### config.mk
export PLATFORM = sky130hd
export DESIGN_NAME = pareto_dominance_compare_unit
export DESIGN_NICKNAME = d
export VERILOG_FILES = /design/src/pdc_pkg.sv /design/src/pdc_core.sv /design/src/pareto_dominance_compare_unit.sv
export SDC_FILE = /design/constraint.sdc
export NUM_CORES = 1
export LEC_CHECK = 0
export BUFFER_PORTS_ARGS = -buffer_cell sky130_fd_sc_hd__buf_2
export CORE_ASPECT_RATIO = 1.1
export CORE_MARGIN = 4
export CORE_UTILIZATION = 45
export DETAILED_ROUTE_END_ITERATION = 12
export PLACE_DENSITY = 0.65
export SLEW_MARGIN = 20
export SYNTH_ARGS = -nofsm -noshare
export SYNTH_HDL_FRONTEND = slang
export SYNTH_SLANG_ARGS = --single-unit
export TNS_END_PERCENT = 30
### constraint.sdc
create_clock -name clk -period 6.6 [get_ports clk]
set_clock_uncertainty 0.1 [all_clocks]
set_input_delay 0.33 -clock clk [delete_from_list [all_inputs] [get_ports clk]]
set_output_delay 0.33 -clock clk [all_outputs]
set_load 0.005 [all_outputs]
### src/pdc_pkg.sv
// Shared types and constants of the Pareto dominance compare unit.
`timescale 1ns / 1ps
`default_nettype none

package pdc_pkg;

  // Fixed field widths of one word on each channel.
  localparam int FIT_W      = 32;
  localparam int BIN_W      = 16;
  localparam int MAX_DIMS   = 4;
  localparam int MASK_W     = MAX_DIMS;
  localparam int FIT_TOL_W  = 31;
  localparam int SCORE_W    = 5;

  // Stream widths: fields packed from bit 0 up, padded to whole bytes.
  localparam int IN_TDATA_W  = 2 * FIT_W + 2 * MAX_DIMS * BIN_W;
  localparam int OUT_TDATA_W = 8;

  // Configuration channel.
  localparam int CFG_IDX_W  = 3;
  localparam int CFG_DATA_W = 32;

  // Register indexes.
  localparam logic [CFG_IDX_W-1:0] REG_MAXIMISE_MASK = 3'd0;
  localparam logic [CFG_IDX_W-1:0] REG_FITNESS_TOL   = 3'd1;
  localparam logic [CFG_IDX_W-1:0] REG_BIN_TOL_0     = 3'd2;

  // Defaults for the top-level parameters.
  localparam int DEF_DIMS     = 4;
  localparam int DEF_BIN_BITS = 16;

  // Reset values of the registers.
  localparam logic [MASK_W-1:0]    MASK_RST    = 4'hF;
  localparam logic [FIT_TOL_W-1:0] FIT_TOL_RST = '0;
  localparam logic [BIN_W-1:0]     BIN_TOL_RST = 16'd1;

  typedef struct packed {
    logic [MAX_DIMS-1:0][BIN_W-1:0] bin_tol;
    logic [FIT_TOL_W-1:0]           fit_tol;
    logic [MASK_W-1:0]              max_mask;
  } cfg_t;

  typedef struct packed {
    logic [MAX_DIMS-1:0][BIN_W-1:0] rhs_bin;
    logic [MAX_DIMS-1:0][BIN_W-1:0] lhs_bin;
    logic signed [FIT_W-1:0]        rhs_fitness;
    logic signed [FIT_W-1:0]        lhs_fitness;
  } item_t;

endpackage

`default_nettype wire

### src/pdc_core.sv
// Combinational dominance score for one candidate pair.
`timescale 1ns / 1ps
`default_nettype none

module pdc_core #(
  parameter int DIMS     = pdc_pkg::DEF_DIMS,
  parameter int BIN_BITS = pdc_pkg::DEF_BIN_BITS
) (
  input  pdc_pkg::cfg_t                       cfg,
  input  pdc_pkg::item_t                      item,
  output logic signed [pdc_pkg::SCORE_W-1:0]  score
);

  localparam int BIN_W    = pdc_pkg::BIN_W;
  localparam int FIT_W    = pdc_pkg::FIT_W;
  localparam int SCORE_W  = pdc_pkg::SCORE_W;
  localparam int BIN_USED = (BIN_BITS < BIN_W) ? BIN_BITS : BIN_W;
  localparam int CNT_W    = $clog2(DIMS + 2);
  localparam logic [BIN_W:0]   ONE_EXT  = 1;
  localparam logic [BIN_W-1:0] BIN_MASK = BIN_W'((ONE_EXT << BIN_USED) - ONE_EXT);

  // Fitness: always maximized. Bit DIMS of the vectors below is the fitness.
  logic signed [FIT_W:0] fit_diff;
  logic [FIT_W:0]        fit_abs;
  logic                  fit_ne;
  logic                  fit_over;

  logic [DIMS:0] pos_v;
  logic [DIMS:0] neg_v;
  logic [DIMS:0] over_v;
  logic [DIMS-1:0] tol_zero_v;

  assign fit_diff = {item.lhs_fitness[FIT_W-1], item.lhs_fitness}
                  - {item.rhs_fitness[FIT_W-1], item.rhs_fitness};
  assign fit_ne   = (item.lhs_fitness != item.rhs_fitness);
  assign fit_abs  = fit_diff[FIT_W] ? (FIT_W + 1)'(-fit_diff) : fit_diff;
  assign fit_over = fit_abs > {2'b00, cfg.fit_tol};

  assign pos_v[DIMS]  = fit_ne && !fit_diff[FIT_W];
  assign neg_v[DIMS]  = fit_ne && fit_diff[FIT_W];
  assign over_v[DIMS] = fit_over;

  for (genvar i = 0; i < DIMS; i++) begin : g_dim
    logic [BIN_W-1:0] lb;
    logic [BIN_W-1:0] rb;
    logic [BIN_W-1:0] tol;
    logic [BIN_W-1:0] absd;
    logic             ne;
    logic             gt;
    logic             better;

    assign lb     = item.lhs_bin[i] & BIN_MASK;
    assign rb     = item.rhs_bin[i] & BIN_MASK;
    assign tol    = cfg.bin_tol[i] & BIN_MASK;
    assign ne     = (lb != rb);
    assign gt     = (lb > rb);
    assign better = (gt == cfg.max_mask[i]);
    assign absd   = gt ? (lb - rb) : (rb - lb);

    assign pos_v[i]      = ne && better;
    assign neg_v[i]      = ne && !better;
    assign over_v[i]     = absd > tol;
    assign tol_zero_v[i] = (tol == '0);
  end

  logic [CNT_W-1:0]          cnt;
  logic                      any_pos;
  logic                      any_neg;
  logic                      tolerant;
  logic                      in_tol;
  logic signed [SCORE_W-1:0] sum;
  logic signed [SCORE_W-1:0] seen;

  always_comb begin
    cnt = '0;
    for (int k = 0; k <= DIMS; k++) begin
      cnt = cnt + CNT_W'(pos_v[k] | neg_v[k]);
    end
    any_pos  = |pos_v;
    any_neg  = |neg_v;
    tolerant = (cfg.fit_tol != '0) && !(|tol_zero_v);
    in_tol   = !(|over_v);
    sum      = any_neg ? -$signed(SCORE_W'(cnt)) : $signed(SCORE_W'(cnt));
    seen     = any_neg ? -SCORE_W'(1) : (any_pos ? SCORE_W'(1) : '0);

    if (any_pos && any_neg) begin
      score = '0;
    end else if (tolerant && in_tol) begin
      score = seen;
    end else if (tolerant) begin
      score = sum <<< 1;
    end else begin
      score = sum;
    end
  end

endmodule

`default_nettype wire

### src/pareto_dominance_compare_unit.sv
// Top level of the Pareto dominance compare unit: stream ports, registers, pipeline.
`timescale 1ns / 1ps
`default_nettype none

// A result word passes the input register, then the result register, to out_tdata.
// One word per cycle while out_tready holds; the input register and the result
// register each hand on their word as soon as the next stage can take it.
// Reset (rst_n low, synchronous) empties both stages and restores the registers:
// maximise_mask to all ones, fitness_tolerance to 0, every bin tolerance to 1.
// The configuration channel is always ready and takes one write per cycle.
module pareto_dominance_compare_unit #(
  parameter int DIMS     = pdc_pkg::DEF_DIMS,
  parameter int BIN_BITS = pdc_pkg::DEF_BIN_BITS
) (
  input  wire logic                              clk,
  input  wire logic                              rst_n,
  // Input stream. in_tdata, lowest bit up: lhs_fitness[31:0], rhs_fitness[31:0],
  // lhs_bin_0..3 (16 bits each), rhs_bin_0..3 (16 bits each).
  input  wire logic                              in_tvalid,
  output logic                                   in_tready,
  input  wire logic [pdc_pkg::IN_TDATA_W-1:0]    in_tdata,
  // Result stream. out_tdata, lowest bit up: dominance_score[4:0], three zero bits.
  output logic                                   out_tvalid,
  input  wire logic                              out_tready,
  output logic [pdc_pkg::OUT_TDATA_W-1:0]        out_tdata,
  // Register write channel.
  input  wire logic                              cfg_valid,
  output logic                                   cfg_ready,
  input  wire logic [pdc_pkg::CFG_IDX_W-1:0]     cfg_index,
  input  wire logic [pdc_pkg::CFG_DATA_W-1:0]    cfg_data
);

  localparam int FIT_W     = pdc_pkg::FIT_W;
  localparam int BIN_W     = pdc_pkg::BIN_W;
  localparam int MAX_DIMS  = pdc_pkg::MAX_DIMS;
  localparam int SCORE_W   = pdc_pkg::SCORE_W;
  localparam int CFG_IDX_W = pdc_pkg::CFG_IDX_W;
  localparam int SCORE_MAX = 2 * (DIMS + 1);
  localparam int SCORE_MIN = -SCORE_MAX;

  // ---------------------------------------------------------------------
  // Configuration registers. The user must only issue writes while the unit is idle;
  // the block itself does not enforce it, and the score logic reads them directly.
  // ---------------------------------------------------------------------
  pdc_pkg::cfg_t cfg_r;
  logic          cfg_we;

  assign cfg_ready = 1'b1;
  assign cfg_we    = cfg_valid && cfg_ready;

  // One tolerance register per bin dimension; indexes past the last are ignored.
  always_ff @(posedge clk) begin
    if (!rst_n) begin
      cfg_r.max_mask <= pdc_pkg::MASK_RST;
      cfg_r.fit_tol  <= pdc_pkg::FIT_TOL_RST;
      for (int i = 0; i < MAX_DIMS; i++) begin
        cfg_r.bin_tol[i] <= pdc_pkg::BIN_TOL_RST;
      end
    end else if (cfg_we) begin
      if (cfg_index == pdc_pkg::REG_MAXIMISE_MASK) begin
        cfg_r.max_mask <= cfg_data[pdc_pkg::MASK_W-1:0];
      end
      if (cfg_index == pdc_pkg::REG_FITNESS_TOL) begin
        cfg_r.fit_tol <= cfg_data[pdc_pkg::FIT_TOL_W-1:0];
      end
      for (int i = 0; i < MAX_DIMS; i++) begin
        if (cfg_index == CFG_IDX_W'(pdc_pkg::REG_BIN_TOL_0 + i)) begin
          cfg_r.bin_tol[i] <= cfg_data[BIN_W-1:0];
        end
      end
    end
  end

  // ---------------------------------------------------------------------
  // Unpack the input word.
  // ---------------------------------------------------------------------
  pdc_pkg::item_t in_item;

  always_comb begin
    in_item.lhs_fitness = $signed(in_tdata[FIT_W-1:0]);
    in_item.rhs_fitness = $signed(in_tdata[2*FIT_W-1:FIT_W]);
    for (int i = 0; i < MAX_DIMS; i++) begin
      in_item.lhs_bin[i] = in_tdata[2*FIT_W + i*BIN_W +: BIN_W];
      in_item.rhs_bin[i] = in_tdata[2*FIT_W + (MAX_DIMS + i)*BIN_W +: BIN_W];
    end
  end

  // ---------------------------------------------------------------------
  // Two-stage pipeline: input register, score logic, result register.
  // Each stage loads whenever it is empty or its word leaves in the same cycle,
  // so a word enters every cycle while the result side keeps taking.
  // ---------------------------------------------------------------------
  pdc_pkg::item_t            item_r;
  logic                      item_vld_r;
  logic signed [SCORE_W-1:0] score;
  logic signed [SCORE_W-1:0] out_score_r;
  logic                      out_vld_r;
  logic                      out_load;
  logic                      in_load;

  assign out_load  = !out_vld_r || out_tready;
  assign in_tready = !item_vld_r || out_load;
  assign in_load   = in_tvalid && in_tready;

  always_ff @(posedge clk) begin
    if (!rst_n) begin
      item_vld_r <= 1'b0;
    end else if (in_tready) begin
      item_vld_r <= in_tvalid;
    end
  end

  always_ff @(posedge clk) begin
    if (in_load) begin
      item_r <= in_item;
    end
  end

  pdc_core #(
    .DIMS     (DIMS),
    .BIN_BITS (BIN_BITS)
  ) u_core (
    .cfg   (cfg_r),
    .item  (item_r),
    .score (score)
  );

  always_ff @(posedge clk) begin
    if (!rst_n) begin
      out_vld_r <= 1'b0;
    end else if (out_load) begin
      out_vld_r <= item_vld_r;
    end
  end

  always_ff @(posedge clk) begin
    if (out_load && item_vld_r) begin
      out_score_r <= score;
    end
  end

  assign out_tvalid = out_vld_r;
  assign out_tdata  = {(pdc_pkg::OUT_TDATA_W - SCORE_W)'(0), out_score_r};

`ifndef SYNTHESIS
  // A word in the input register that cannot move on stays there.
  assert property (@(posedge clk) disable iff (!rst_n)
    (item_vld_r && !out_load) |=> item_vld_r)
    else $error("input register dropped a stalled word");

  // An accepted input word always lands in the input register.
  assert property (@(posedge clk) disable iff (!rst_n)
    in_load |=> item_vld_r)
    else $error("accepted word not captured");

  // A valid result never exceeds twice the number of compared components.
  assert property (@(posedge clk) disable iff (!rst_n)
    out_vld_r |-> (out_score_r >= SCORE_MIN && out_score_r <= SCORE_MAX))
    else $error("dominance score out of range");

  // Reset empties the result stage.
  assert property (@(posedge clk)
    !rst_n |=> !out_vld_r)
    else $error("result valid after reset");
`endif

endmodule

`default_nettype wire

; Word-level counts from Yosys, hierarchy flattened
; Index checks and enable logic that the tools add are counted.
[classes]
n_bitwise = 5
reduce_logical = 42
mux = 10
n_lt_le_gt_ge = 9
add_sub_neg = 15
n_eq_ne = 14
[op_table]
columns = op, n
row1 = > comparator 16 bit, 8
row2 = subtractor 16 bit, 8
row3 = zero test 16 bit, 4
row4 = two-way mux 16 bit, 4
row5 = != test 16 bit, 4
row6 = > comparator 33 x 31 -> 1 bit, 1
row7 = two-way mux 33 bit, 1
row8 = negator 33 bit, 1
row9 = subtractor 32 x 32 -> 33 bit, 1
row10 = != test 32 bit, 1
row11 = nonzero test 31 bit, 1
row12 = two-way mux 5 bit, 4
row13 = logical AND 1 bit, 15
row14 = OR reduction 5 bit, 3
row15 = adder 3 bit, 4
row16 = AND reduction 2 bit, 6
row17 = zero test 1 bit, 9
row18 = "== test 3 x 2 -> 1 bit, second input constant", 2
row19 = "== test 3 bit, second input constant", 2
row20 = negator 3 -> 5 bit, 1
row21 = bitwise OR 1 bit, 5
row22 = == test 1 bit, 4
row23 = OR reduction 4 bit, 1
row24 = "== test 3 x 1 -> 1 bit, second input constant", 1
row25 = other kinds (3), 4
[totals]
ff_bits = 298
in_bits = 232

; Longest topological paths before layout
[logic_depth]
ltp_word = 13
mapped_depth = 28
depth_no_buf = 27

; Modules after synthesis
; Synthesis repeated with hierarchy kept, for this count alone.
[unflattened]
cells_unflattened = 2245
area_unflattened_um2 = 21424.3
[by_module_without_submodules]
columns = mod, area_each_um2, cells_per_inst, seq_area_each_um2, n_inst
row1 = pdc_core, 11613.6, 1668, 0.0, 1
row2 = pareto_dominance_compare_unit, 9810.7, 577, 7937.6, 1

; Worst setup path after synthesis
; OpenSTA, ideal clock, no wires.
[synth_timing]
path_kind = register to register
start = register item_r[32] (netlist bit)
end = register out_score_r[1] (data pin)
period_less_slack_ps = 5938
slack_ps = 662
path_stages_with_launch = 25
t_arrival_ps = 5583
required_ps = 6245
cell_sequence = edfxtp_1 ha_1 fa_1 nand2b_1 a21oi_2 o31a_2 nor2_1 xnor2_1 or4b_4 nor4_1 nand2_1 or4b_1 nand2_1 xor2_1 ha_1 nand4_1 nor3_1 nand3_1 nor4_1 a2111oi_0 a21oi_1 o32a_1 nor4_1 o31ai_4 a31o_1
[synth_between]
elab_chain_cells = 9
[synth_lines]
columns = element, line
row1 = start: declaration, pareto_dominance_compare_unit.sv:93  ; pdc_pkg::item_t item_r;
row2 = start signal: assignment, pareto_dominance_compare_unit.sv:115  ; item_r <= in_item;
row3 = branches (longest 9 deep; another with subtractor 32 x 32 -> 33 bit), --
row4 = end signal: assignment, pareto_dominance_compare_unit.sv:138  ; out_score_r <= score;
row5 = end: declaration, pareto_dominance_compare_unit.sv:96  ; logic signed [SCORE_W-1:0] out_score_r;
; Several ways; the timed one is not identified.
; A chain may end at the register's enable or synchronous reset.

; Final worst setup path
[layout_timing]
start = register item_r[3] (netlist bit)
end = register out_score_r[1] (data pin)
; Same word-level chain as after synthesis.

==> flow_summary.toml <==
[worst_setup_path]
cp.required_ps = 6800
critical_path_buf_inv_count = 0
critPathTopFamily = "simple AND/OR/NAND/NOR gates"
cp.arrival_ps = 6560
cp_cell_sequence = "ha_1 > o21ai_0 > a21oi_4 > o31a_2 > nor2_1 > xnor2_2 > or4b_4 > or2_2 > or3_1 > or3_1 > o31ai_2 > xor2_1 > ha_1 > nand4_1 > nor3_2 > nand3_1 > nor4_2 > a2111oi_0 > a21oi_1 > o32a_1 > nor4_4 > o31ai_4 > a31o_1"
critPathLaunchType = "flip-flop"
slowest_stage = "or4b_4"
end_kind = "flip-flop"
worstSetupPathType = "flip-flop to flip-flop"
cp_max_fo = 7
slowest_delay_ps = 530

[yosys]
synthArstFlopShare_pct = 0
ys_dominant_reg_cell = "edfxtp_1"
syn-cell-area_um2 = 21400
synth_top_cell_area_share_pct = 27.7
yosysSeqAreaShare_pct = 37.1
ys_seq_elements = 298
synth.area.top_cells = "edfxtp_1, ha_1, dfxtp_1, nand2_1, inv_1"
yosys_warnings = 0
synth_cells = 2370
yosysTopAreaCell = "edfxtp_1"
ys_types = 86
syn_area_per_cell_um2 = 9.02
synth_edf_count = 197

[global_routing]
antenna_found_initial = 3
grt_pass1_vias = 18700
use_met2_pct = 38.0
busiest_layer = "met2"
grt_max_degree = 102
met3_usage_pct = 3.55
grtUsageMet1_pct = 28.1
overflow = 0
grt_pass1_wl_mm = 92.5
grt_usage_pct = 21.8

[drt]
vias_per_cell = 5.28
routed_wl_mm = 56.8
drc = 0
drt_iter0_markers = 1092
ant_nets = 0
wire_per_inst_um = 16.4
first_pass_iters = 5
vias = 18300

[sta]
slew_headroom_pct = 20.5
finalSetupTns_ps = 0
slew_violations = 0
post-route-period-util_pct = 96.5
max_freq_mhz = 157
worst_pin_slew_ps = 1180
hold_viol_final = 0
finalSetupViolCount = 0
finalCriticalPeriod_ps = 6370

[power_and_ir_drop]
p_comb_share_pct = 30.0
pwr_density_cell_nw_per_um2 = 222
seqPwrFrac_pct = 36.0
ir_drop_v = 0.000206
p_sw_share_pct = 30.7
p_leak_uw = 0.0116
power_report.internal_total_uw = 4110
p_sw_uw = 1820
p_clk_share_pct = 34.0

[floorplanning]
coreArea_um2 = 46800
initial_core_util_pct = 45.6
die_area_um2 = 51100
io_pins = 243
die_x_um = 216
fp-row-count = 83
chipHeight_um = 237

[clock_network]
clock_path_buffers = 3
cts_tree = "built"
cts_root_buf = "clkbuf_16"
h-tree-depth = 2
clkLatencyLatePin_ps = 540
numCtsBuffers = 35
cts_num_sinks = 298
path_clk_slew_ps = 60

[status]
status = "complete, no violations"

[final_layout]
area_growth_pct = 24.7
fin_area_um2 = 26700
layout-drive-gt1-share_pct = 13.0
nets = 3299

[min_path]
min_path_type = "input port to flip-flop"

[placed_design]
numPortBuffers = 237
placed_area_um2 = 23300
gp_congestion = 0.903
dp_hpwl_mm = 42.1

[run]
max-cap-violations = 0
[synthesized netlist by cell type, drive strengths merged, types with 5 or more instances]
| cell type | instances |
|---|---|
| nor2 | 88 |
| a31oi | 16 |
| nand3 | 40 |
| clkbuf | 68 |
| buf | 10 |
| inv | 305 |
| xnor2 | 73 |
| and2 | 12 |
| and4 | 9 |
| o211ai | 14 |
| ha | 256 |
| nand2 | 324 |
| o21bai | 16 |
| a31o | 5 |
| mux2i | 41 |
| or2 | 9 |
| nand2b | 7 |
| a21oi | 140 |
| o21a | 21 |
| nor3 | 27 |
| nor4 | 31 |
| or4 | 6 |
| or3 | 12 |
| nand4 | 43 |
| xor2 | 35 |
| a221oi | 8 |
| nor2b | 29 |
| a21boi | 99 |
| and3 | 19 |
| fa | 11 |
| o21ai | 107 |
| mux2 | 11 |
| a21o | 83 |
| dfxtp | 101 |
| edfxtp | 197 |
| a211oi | 20 |
| o31ai | 13 |
[kinds of logic (layout without fill, tap and decap cells)]
kind of cell    Yosys count  in the layout  share of synthesized area, %
xor+xnor                108            108                          4.42
simple gates            673            673                          14.9
buf+inv                 383            837                          6.82
other cells               2             10                        0.0351
mux                      52             52                          2.50
fa+ha+maj               267            267                          16.0
compound gates          587            587                          18.2
flops                   298            298                          37.1
[timing repair]
action	CTS	global route
setup endpoints to repair	0	5
hold endpoints to repair	208	0
setup buffers	0	1
hold buffers	208	0
resized for setup	0	12
[per-layer routing]
| metal | part of all wire (%) | up-vias |
|---|---|---|
| met5 | 0.025 | - |
| met4 | 2.5 | 2 |
| met3 | 5.2 | 87 |
| met2 | 48 | 440 |
| met1 | 44 | 8602 |
| li1 | - | 9177 |
[flip-flops by register name, indices dropped and copies added, names as in the netlist]
| name | flops |
|---|---|
| cfg_r | 99 |
| out_tvalid | 1 |
| item_vld_r | 1 |
| out_score_r | 5 |
| item_r | 192 |
[layout by cell type, fill, tap and decap left out, drive strengths merged, types with 13 or more instances in the layout]
cell | netlist | layout
o31ai | 13 | 13
nand3 | 40 | 40
nand2 | 324 | 324
edfxtp | 197 | 197
a211oi | 20 | 20
o21a | 21 | 21
nand4 | 43 | 43
buf | 10 | 261
dlygate4sd3 | 0 | 208
xor2 | 35 | 35
ha | 256 | 256
a21boi | 99 | 99
o211ai | 14 | 14
nor2 | 88 | 88
dfxtp | 101 | 101
nor4 | 31 | 31
o21bai | 16 | 16
and3 | 19 | 19
a31oi | 16 | 16
inv | 305 | 309
clkbuf | 68 | 43
a21o | 83 | 83
o21ai | 107 | 107
nor3 | 27 | 27
a21oi | 140 | 140
xnor2 | 73 | 73
mux2i | 41 | 41
nor2b | 29 | 29
[worst paths after layout]
check | endpoint | slack (ps) | cells after the start | start
min | cfg_r[17] | 50 | 3 | cfg_data[13]
min reg2reg | cfg_r[18] | 380 | 2 | cfg_r[18]
max | out_score_r[1] | 230 | 23 | item_r[3]
max reg2reg | out_score_r[1] | 230 | 23 | item_r[3]
[power by group through the flow]
stage | combinational [uW] | sequential (uW) | clock (uW)
global placement | 1590 | 2170 | 0
finish | 1780 | 2130 | 2010
detailed placement | 1650 | 2170 | 0
global route | 2010 | 2140 | 2160
floorplan | 1200 | 2170 | 0
CTS | 1760 | 2130 | 2070
[stage by stage]
stage	utilization [%]	power [uW]	hold slack (ps)	cells	worst slack [ps]
floorplan	-	3370	329	2372	662
global placement	49.7	3760	372	3190	159
detailed placement	49.7	3820	379	3191	129
CTS	56.7	5960	2.71	3462	103
global route	56.9	6300	18.6	3465	-108
finish	56.9	5930	45.4	3469	233
[worst register-to-register path: cells and delay by family, from the launching register on]
family | cells | cell delay (ps)
flops | 1 | 360
compound gates | 9 | 2180
simple gates | 10 | 2520
fa+ha+maj | 2 | 650
xor+xnor | 2 | 330
[cell type report]
class | count | area [um^2]
Multi-Input combinational cell | 1691 | 12100
Antenna cell | 6 | 15.0
Fill cell | 4158 | 20200
Timing Repair Buffer | 469 | 3490
Clock buffer | 43 | 980
Clock inverter | 20 | 215
Inverter | 305 | 1140
Sequential cell | 298 | 7940
Tap cell | 637 | 797
Note: power is estimated with default switching activity, not from simulation.
